$ cat config.mk
export PLATFORM = sky130hd
export DESIGN_NAME = single_wire_backlight_encoder
export DESIGN_NICKNAME = d
export VERILOG_FILES = /design/src/rtl/swbe_pkg.sv /design/src/rtl/single_wire_backlight_encoder.sv
export VERILOG_INCLUDE_DIRS = /design/src /design/src/rtl
export SDC_FILE = /design/constraint.sdc
export NUM_CORES = 1
export LEC_CHECK = 0
export BUFFER_PORTS_ARGS = -buffer_cell sky130_fd_sc_hd__buf_2
export CELL_PAD_IN_SITES_DETAIL_PLACEMENT = 0
export CELL_PAD_IN_SITES_GLOBAL_PLACEMENT = 1
export CORE_MARGIN = 2
export CORE_UTILIZATION = 51
export CTS_CLUSTER_DIAMETER = 150
export CTS_CLUSTER_SIZE = 16
export DETAILED_ROUTE_END_ITERATION = 16
export PLACE_DENSITY = 0.86
export SYNTH_ARGS = -nofsm -noshare
export SYNTH_HDL_FRONTEND = slang
export SYNTH_SLANG_ARGS = --single-unit
$ cat constraint.sdc
create_clock -name clk -period 3.8 [get_ports clk]
set_clock_uncertainty 0.15 [all_clocks]
set_input_delay 0.19 -clock clk [delete_from_list [all_inputs] [get_ports clk]]
set_output_delay 0.19 -clock clk [all_outputs]
set_load 0.02 [all_outputs]
$ cat src/rtl/assert_macros.svh
// Assertion macros for the encoder RTL file.
// Both macros sample on the rising edge of clk and are disabled while rst_n is low.
`ifndef ASSERT_MACROS_SVH
`define ASSERT_MACROS_SVH
`ifndef ASSERT_OFF
`define SWBE_ASSERT_IMPLY(lbl, ante, cons) \
    lbl: assert property (@(posedge clk) disable iff (!rst_n) (ante) |-> (cons)) \
        else $error("same-cycle check failed");
`define SWBE_ASSERT_NEXT(lbl, ante, cons) \
    lbl: assert property (@(posedge clk) disable iff (!rst_n) (ante) |=> (cons)) \
        else $error("next-cycle check failed");
`else
`define SWBE_ASSERT_IMPLY(lbl, ante, cons)
`define SWBE_ASSERT_NEXT(lbl, ante, cons)
`endif
`endif

$ cat src/rtl/swbe_pkg.sv
// ----------------------------------------------------------------------------
// swbe_pkg
// Types, register map and microcode table of the single-wire backlight encoder.
// ----------------------------------------------------------------------------
package swbe_pkg;

    // Configuration register indexes
    localparam logic [2:0] REG_DEVICE_ADDRESS   = 3'd0;
    localparam logic [2:0] REG_SHORT_PHASE_US   = 3'd1;
    localparam logic [2:0] REG_LONG_PHASE_US    = 3'd2;
    localparam logic [2:0] REG_MARK_US          = 3'd3;
    localparam logic [2:0] REG_DETECT_DELAY_US  = 3'd4;
    localparam logic [2:0] REG_DETECT_LOW_US    = 3'd5;
    localparam logic [2:0] REG_DETECT_WINDOW_US = 3'd6;
    localparam logic [2:0] REG_SHUTDOWN_US      = 3'd7;

    // Register reset values
    localparam logic [7:0]  RST_DEVICE_ADDRESS   = 8'h72;
    localparam logic [7:0]  RST_SHORT_PHASE_US   = 8'd4;
    localparam logic [7:0]  RST_LONG_PHASE_US    = 8'd8;
    localparam logic [7:0]  RST_MARK_US          = 8'd4;
    localparam logic [15:0] RST_DETECT_DELAY_US  = 16'd200;
    localparam logic [15:0] RST_DETECT_LOW_US    = 16'd500;
    localparam logic [15:0] RST_DETECT_WINDOW_US = 16'd1000;
    localparam logic [15:0] RST_SHUTDOWN_US      = 16'd5000;

    // Sequencer steps
    typedef enum logic [3:0] {
        ST_SHUT   = 4'd0,
        ST_DET1   = 4'd1,
        ST_DET2   = 4'd2,
        ST_DET3   = 4'd3,
        ST_MARK_A = 4'd4,
        ST_ABIT0  = 4'd5,
        ST_ABIT1  = 4'd6,
        ST_END_A  = 4'd7,
        ST_MARK_D = 4'd8,
        ST_DBIT0  = 4'd9,
        ST_DBIT1  = 4'd10,
        ST_END_D  = 4'd11,
        ST_HOLD   = 4'd12
    } step_t;

    // Duration source of a segment
    typedef enum logic [2:0] {
        DUR_DET_DELAY,
        DUR_DET_LOW,
        DUR_DET_WIN,
        DUR_MARK,
        DUR_BIT_A,
        DUR_BIT_B,
        DUR_SHUTDOWN,
        DUR_ZERO
    } dur_sel_t;

    // Sequencing operation
    typedef enum logic [1:0] {
        OP_NEXT,
        OP_LOOP,
        OP_END
    } uop_t;

    typedef struct packed {
        logic     pin;
        dur_sel_t dur;
        logic     last;
        uop_t     op;
        step_t    nxt;
        step_t    jmp;
        logic     set_en;
        logic     clr_en;
        logic     ld_addr;
        logic     ld_data;
    } uword_t;

    // Control store: one word per step
    function automatic uword_t ucode(step_t s);
        uword_t w;
        w = '{pin: 1'b0, dur: DUR_ZERO, last: 1'b0, op: OP_NEXT, nxt: ST_SHUT,
              jmp: ST_SHUT, set_en: 1'b0, clr_en: 1'b0, ld_addr: 1'b0, ld_data: 1'b0};
        case (s)
            ST_SHUT:
            begin
                w.dur = DUR_SHUTDOWN; w.last = 1'b1; w.op = OP_END; w.clr_en = 1'b1;
            end
            ST_DET1:   begin w.pin = 1'b1; w.dur = DUR_DET_DELAY; w.nxt = ST_DET2; end
            ST_DET2:   begin w.dur = DUR_DET_LOW; w.nxt = ST_DET3; end
            ST_DET3:
            begin
                w.pin = 1'b1; w.dur = DUR_DET_WIN; w.nxt = ST_MARK_A; w.set_en = 1'b1;
            end
            ST_MARK_A:
            begin
                w.pin = 1'b1; w.dur = DUR_MARK; w.nxt = ST_ABIT0; w.ld_addr = 1'b1;
            end
            ST_ABIT0:  begin w.dur = DUR_BIT_A; w.nxt = ST_ABIT1; end
            ST_ABIT1:
            begin
                w.pin = 1'b1; w.dur = DUR_BIT_B; w.op = OP_LOOP;
                w.nxt = ST_END_A; w.jmp = ST_ABIT0;
            end
            ST_END_A:  begin w.dur = DUR_MARK; w.nxt = ST_MARK_D; end
            ST_MARK_D:
            begin
                w.pin = 1'b1; w.dur = DUR_MARK; w.nxt = ST_DBIT0; w.ld_data = 1'b1;
            end
            ST_DBIT0:  begin w.dur = DUR_BIT_A; w.nxt = ST_DBIT1; end
            ST_DBIT1:
            begin
                w.pin = 1'b1; w.dur = DUR_BIT_B; w.op = OP_LOOP;
                w.nxt = ST_END_D; w.jmp = ST_DBIT0;
            end
            ST_END_D:  begin w.dur = DUR_MARK; w.nxt = ST_HOLD; end
            ST_HOLD:
            begin
                w.pin = 1'b1; w.dur = DUR_ZERO; w.last = 1'b1; w.op = OP_END;
            end
            default:   begin w.op = OP_END; w.last = 1'b1; end
        endcase
        return w;
    endfunction

endpackage

$ cat src/rtl/single_wire_backlight_encoder.sv
// ----------------------------------------------------------------------------
// single_wire_backlight_encoder
// A taken request is registered into the step and busy registers; its first segment then
//   goes out through the output register. Throughput: one segment per cycle while the
//   segment channel does not stall; a request holds the input for one step per segment
//   plus the accept cycle, longer while the segment channel stalls.
// Reset: rst_n async low; config registers return to defaults, line marked not enabled.
// ----------------------------------------------------------------------------
`include "assert_macros.svh"

module single_wire_backlight_encoder
    import swbe_pkg::*;
#(
    parameter int ADDR_BITS = 8,
    parameter int DATA_BITS = 8
)
(
    input  logic        clk,
    input  logic        rst_n,
    // configuration write port
    input  logic        cfg_wr_en,
    input  logic [2:0]  cfg_index,
    input  logic [15:0] cfg_wdata,
    // request channel
    input  logic        in_valid,
    output logic        in_stall,
    input  logic [7:0]  level,
    // segment channel
    output logic        out_valid,
    input  logic        out_stall,
    output logic        pin_level,
    output logic [15:0] duration_us,
    output logic        last
);

    // Shift store is wide enough for either field; bit counter indexes it.
    localparam int SW    = (ADDR_BITS > DATA_BITS) ? ADDR_BITS : DATA_BITS;
    localparam int CNT_W = (SW > 1) ? $clog2(SW) : 1;

    // Configuration registers
    logic [7:0]  device_address_reg;
    logic [7:0]  short_phase_reg;
    logic [7:0]  long_phase_reg;
    logic [7:0]  mark_reg;
    logic [15:0] detect_delay_reg;
    logic [15:0] detect_low_reg;
    logic [15:0] detect_window_reg;
    logic [15:0] shutdown_reg;

    // Sequencer state
    logic             busy_reg,    busy_next;
    step_t            step_reg,    step_next;
    logic [CNT_W-1:0] cnt_reg,     cnt_next;
    logic [SW-1:0]    sreg_reg,    sreg_next;
    logic [7:0]       level_reg,   level_next;
    logic             enabled_reg, enabled_next;

    // Output register
    logic        out_valid_reg, out_valid_next;
    logic        pin_reg,       pin_next;
    logic [15:0] dur_reg,       dur_next;
    logic        last_reg,      last_next;

    uword_t           uword;
    logic             accept;
    logic             emit;
    logic             cur_bit;
    logic [SW+7:0]    addr_wide;
    logic [SW+7:0]    data_wide;
    logic [15:0]      seg_dur;

    // Configuration writes; all eight indexes map to a register.
    always_ff @(posedge clk or negedge rst_n)
    begin
        if (!rst_n)
        begin
            device_address_reg <= RST_DEVICE_ADDRESS;
            short_phase_reg    <= RST_SHORT_PHASE_US;
            long_phase_reg     <= RST_LONG_PHASE_US;
            mark_reg           <= RST_MARK_US;
            detect_delay_reg   <= RST_DETECT_DELAY_US;
            detect_low_reg     <= RST_DETECT_LOW_US;
            detect_window_reg  <= RST_DETECT_WINDOW_US;
            shutdown_reg       <= RST_SHUTDOWN_US;
        end
        else if (cfg_wr_en)
        begin
            case (cfg_index)
                REG_DEVICE_ADDRESS:   device_address_reg <= cfg_wdata[7:0];
                REG_SHORT_PHASE_US:   short_phase_reg    <= cfg_wdata[7:0];
                REG_LONG_PHASE_US:    long_phase_reg     <= cfg_wdata[7:0];
                REG_MARK_US:          mark_reg           <= cfg_wdata[7:0];
                REG_DETECT_DELAY_US:  detect_delay_reg   <= cfg_wdata;
                REG_DETECT_LOW_US:    detect_low_reg     <= cfg_wdata;
                REG_DETECT_WINDOW_US: detect_window_reg  <= cfg_wdata;
                REG_SHUTDOWN_US:      shutdown_reg       <= cfg_wdata;
                default:              ;
            endcase
        end
    end

    // Fetch the control word of the current step.
    assign uword = ucode(step_reg);

    // Zero-extend or truncate the 8-bit fields to the shift width; bits above
    // the field's width go out as 0.
    assign addr_wide = {{SW{1'b0}}, device_address_reg};
    assign data_wide = {{SW{1'b0}}, level_reg};

    // Current bit, MSB first: the counter counts down from the field width minus one.
    assign cur_bit = sreg_reg[cnt_reg];

    // Pick the segment duration.
    always_comb
    begin
        case (uword.dur)
            DUR_DET_DELAY: seg_dur = detect_delay_reg;
            DUR_DET_LOW:   seg_dur = detect_low_reg;
            DUR_DET_WIN:   seg_dur = detect_window_reg;
            DUR_MARK:      seg_dur = {8'd0, mark_reg};
            DUR_BIT_A:     seg_dur = {8'd0, cur_bit ? short_phase_reg : long_phase_reg};
            DUR_BIT_B:     seg_dur = {8'd0, cur_bit ? long_phase_reg : short_phase_reg};
            DUR_SHUTDOWN:  seg_dur = shutdown_reg;
            DUR_ZERO:      seg_dur = 16'd0;
            default:       seg_dur = 16'd0;
        endcase
    end

    // Take a new request only when the sequencer is idle; while busy, advance one step
    // whenever the output register is empty or being drained.
    assign accept = in_valid && !busy_reg;
    assign emit   = busy_reg && (!out_valid_reg || !out_stall);

    always_comb
    begin
        busy_next      = busy_reg;
        step_next      = step_reg;
        cnt_next       = cnt_reg;
        sreg_next      = sreg_reg;
        level_next     = level_reg;
        enabled_next   = enabled_reg;
        out_valid_next = out_valid_reg;
        pin_next       = pin_reg;
        dur_next       = dur_reg;
        last_next      = last_reg;

        if (out_valid_reg && !out_stall)
        begin
            out_valid_next = 1'b0;
        end

        if (accept)
        begin
            busy_next  = 1'b1;
            level_next = level;
            if (level == 8'd0)
            begin
                step_next = ST_SHUT;
            end
            else if (enabled_reg)
            begin
                step_next = ST_MARK_A;
            end
            else
            begin
                step_next = ST_DET1;
            end
        end

        if (emit)
        begin
            out_valid_next = 1'b1;
            pin_next       = uword.pin;
            dur_next       = seg_dur;
            last_next      = uword.last;

            if (uword.set_en)
            begin
                enabled_next = 1'b1;
            end
            if (uword.clr_en)
            begin
                enabled_next = 1'b0;
            end
            if (uword.ld_addr)
            begin
                sreg_next = addr_wide[SW-1:0];
                cnt_next  = CNT_W'(ADDR_BITS - 1);
            end
            if (uword.ld_data)
            begin
                sreg_next = data_wide[SW-1:0];
                cnt_next  = CNT_W'(DATA_BITS - 1);
            end

            case (uword.op)
                OP_NEXT:
                begin
                    step_next = uword.nxt;
                end
                OP_LOOP:
                begin
                    // Loop back for the next bit until the counter runs out.
                    if (cnt_reg != '0)
                    begin
                        cnt_next  = cnt_reg - 1'b1;
                        step_next = uword.jmp;
                    end
                    else
                    begin
                        step_next = uword.nxt;
                    end
                end
                OP_END:
                begin
                    busy_next = 1'b0;
                end
                default:
                begin
                    busy_next = 1'b0;
                end
            endcase
        end
    end

    // Control registers
    always_ff @(posedge clk or negedge rst_n)
    begin
        if (!rst_n)
        begin
            busy_reg      <= 1'b0;
            step_reg      <= ST_SHUT;
            enabled_reg   <= 1'b0;
            out_valid_reg <= 1'b0;
        end
        else
        begin
            busy_reg      <= busy_next;
            step_reg      <= step_next;
            enabled_reg   <= enabled_next;
            out_valid_reg <= out_valid_next;
        end
    end

    // Payload registers
    always_ff @(posedge clk)
    begin
        cnt_reg   <= cnt_next;
        sreg_reg  <= sreg_next;
        level_reg <= level_next;
        pin_reg   <= pin_next;
        dur_reg   <= dur_next;
        last_reg  <= last_next;
    end

    assign in_stall    = busy_reg;
    assign out_valid   = out_valid_reg;
    assign pin_level   = pin_reg;
    assign duration_us = dur_reg;
    assign last        = last_reg;

    // A taken request always starts the sequencer.
    `SWBE_ASSERT_NEXT(a_accept_starts, accept, busy_reg)
    // Shutdown drops the enabled flag.
    `SWBE_ASSERT_NEXT(a_shut_clears, emit && step_reg == ST_SHUT, !enabled_reg)
    // The end of the preamble marks the line enabled.
    `SWBE_ASSERT_NEXT(a_detect_sets, emit && step_reg == ST_DET3, enabled_reg)
    // The address loop exits to the end mark once the counter is spent.
    `SWBE_ASSERT_NEXT(a_addr_loop_exit, emit && step_reg == ST_ABIT1 && cnt_reg == '0,
        step_reg == ST_END_A)
    // A segment marked last never comes from a step in mid-frame.
    `SWBE_ASSERT_IMPLY(a_last_only_at_end, emit && uword.last, uword.op == OP_END)

endmodule

==> run metrics <==
status=finished, final reports clean; minimum clock period=~3.1 ns; top cells by area, synth=dfrtp_1 29%, mux2_2 18%, edfxtp_1 17%, dfstp_2 11%, ha_1 1.6%; DRT antenna net count=0; R2R cell count=7; largest net degree at the start of global routing=89; Hold WC Path Type=in -> reg; Root Buffer=clkbuf_16; Iteration-0 DRC Markers=about 190; top routing layer in use=met4; Mapped Cells=between 400 and 500; final core utilization=around 62%; Yosys cell types=56; GR Overflow Total=0; core area=between 0.01 and 0.015 sq mm; top post-synthesis cells by count=105 x mux2_2, 76 x dfrtp_1, 37 x edfxtp_1; Mapped Nets=between 500 and 600; DIE HEIGHT=between 100 and 150 microns; die area=between 0.01 and 0.015 sq mm; Final Hold Fails=0; Core Rows=around 40; top-count cell post-synth=mux2_2; CP required=around 3.8 ns; endpoints failing setup=0; number of fillers in the final layout=945; clock-pin slew on the worst setup and hold paths=roughly 0.060 ns; Max IR drop VDD=0.414 mV; Final Cycle Share=slightly above 80%; CTS buffer count=17; Routed WL=13900 microns; Antenna Cells=0; final worst slack=0.685 ns; Setup TNS Final=0 ns; vias in the first global route=about 4300; Post-synth top flop=dfrtp_1; DRT met1 WL=between 5000 and 6000 microns; Post-synth ARST share=between 70% and 80%; Final Max Tran Viols=0; first-pass GRT wire length=22100 microns; leakage=0.00318 uW; worst-path maximum fanout=14; I/O Pins=52; Synth area leader=dfrtp_1; H-tree depth=4; fmax=roughly 320 MHz; vias per std cell=roughly 5.7; syn avg cell area=around 14 sq um; initial antenna violation count=0; met2 WL post-DR=about 7200 microns; YS warnings=0; sequential-to-total area share from yosys stat=between 50% and 60%; Initial Util=about half; WL met3=around 590 microns; Place WS=around 0.68 ns; fraction of layout instances using a drive strength above 1=approximately two fifths; RSZ-0062 raised after global routing=no; CTS Sinks=140; routed vias=between 4000 and 5000; Worst EP arrival=roughly 3 ns; GRT Total Usage=a little over a fifth; # nets final=590; Hold Crit Depth=4; hpwl dp=9080 microns; Clock Latency Late Sink=between 0.4 and 0.5 ns; CP endpoint kind=register; Worst Max-Slew Pin Slew=roughly 1.1 ns; RD Place Congestion=a little over 0.9; post_cts resized=0; Critical Path Start Type=register; normalized max-slew margin=between 20% and 30%; Post-Syn Area=between 0.006 and 0.007 sq mm; CTS tree=done; P&R area growth vs syn=20.6%; Yosys reg bits=between 100 and 150; chip width=around 120 microns; DRC Markers=0; crit path kind=reg -> reg; MaxCap Viol Count=0; post-synth top area share=between 20% and 30%; number of synthesized flops with an enable pin=37; DR pass1 iterations=5; pwr/cell area=between 700 and 800 mW/mm^2; drt wl/cell=19.0 microns; number of port buffers=51; CTS Buffer Depth=2
[worst paths after layout]
| check | slack [ns] | to | startpoint |
|---|---|---|---|
| setup reg to reg | 0.68 | duration_us[4] | step_reg[2] |
| hold reg to reg | 0.35 | long_phase_reg[2] | long_phase_reg[2] |
| setup / recovery | 0.68 | duration_us[4] | step_reg[2] |
| min in group asynchronous | 0.35 | step_reg[1] | rst_n |
| max in group asynchronous | 2.19 | detect_window_reg[8] | rst_n |
| hold / removal | 0.04 | step_reg[3] | in_valid |
[layout make-up]
| type | count | area (sq um) | share of cell area, % |
|---|---|---|---|
| Clock inverter | 8 | 139 | 1.79 |
| Clock buffer | 24 | 482 | 6.20 |
| Inverter | 12 | 45.0 | 0.580 |
| Timing Repair Buffer | 86 | 586 | 7.53 |
| Multi-Input combinational cell | 293 | 2580 | 33.2 |
| Sequential cell | 140 | 3720 | 47.9 |
| Tap cell | 172 | 215 | 2.77 |
[report_power, final]
part	internal (uW)	total [uW]	switching, uW
Sequential	2090	2340	251
Combinational	824	1960	1140
Clock	1140	1730	588
Total	4060	6040	1980
[placed cells by master (no fill, tap or decap), drive strengths merged, types with 2 or more instances in the layout]
master         n
clkbuf        24
o21ai          4
a2111oi        8
o31ai          3
nand3          3
nand4b         3
mux2i         11
a211o          4
mux2         107
nand2b         6
nor3          15
clkinv         4
bufinv         4
a31oi          6
nor2          22
o21a           2
nor3b          3
nor4           2
edfxtp        37
dfstp         27
dlygate4sd3   26
a222oi         8
buf           60
a22o           6
o221ai         2
mux4           2
ha             8
nand2         19
or2            2
o22ai          7
dfrtp         76
xor2           2
a21oi         18
and2           7
inv           12
or3            3
[routing by layer]
metal | vias up | global-route usage, %
li1 | 1927 | -
met1 | 2172 | 27.6
met2 | 98 | 37.4
met3 | 18 | 5.19
met4 | 0 | 7.46
met5 | - | 0
[kinds of logic after synthesis]
| logic type | Yosys count | share of synthesized area [%] |
|---|---|---|
| AO/OA/AOI/OAI | 74 | 8.87 |
| XOR/XNOR | 3 | 0.699 |
| adder cells (fa/ha/maj) | 8 | 1.55 |
| buffers and inverters | 33 | 2.37 |
| flip-flops | 140 | 57.7 |
| multiplexers | 120 | 21.4 |
| AND/OR/NAND/NOR | 88 | 7.37 |
[metrics by stage]
stage / cell area, sq um / power [uW] / std cells / hold WS (ns)
2_1_floorplan: 6450 / 3740 / 466 / -0.256
3_3_place_gp: 6890 / 4240 / 677 / 0.234
3_5_place_dp: 6890 / 4310 / 677 / 0.236
4_1_cts: 7770 / 6070 / 735 / 0.0202
5_1_grt: 7770 / 6340 / 735 / 0.0913
6_report: 7770 / 6040 / 735 / 0.0400
[worst max-delay path: stages (launching register included)]
cell       delay (ns)
dfrtp_1          0.43
inv_1            0.11
ha_1             0.39
nor2_1           0.32
o31ai_1          0.17
o21a_1           0.40
a2111oi_0        0.63
o22ai_1          0.21
[timing repair]
| action | 4_1_cts | 5_1_grt |
|---|---|---|
| hold buffers | 26 | 0 |
| endpoints found under the hold margin | 169 | 0 |
| setup buffers | 0 | 0 |
| endpoints found under the setup margin | 0 | 0 |
Note: power is estimated with default switching activity, not from simulation.
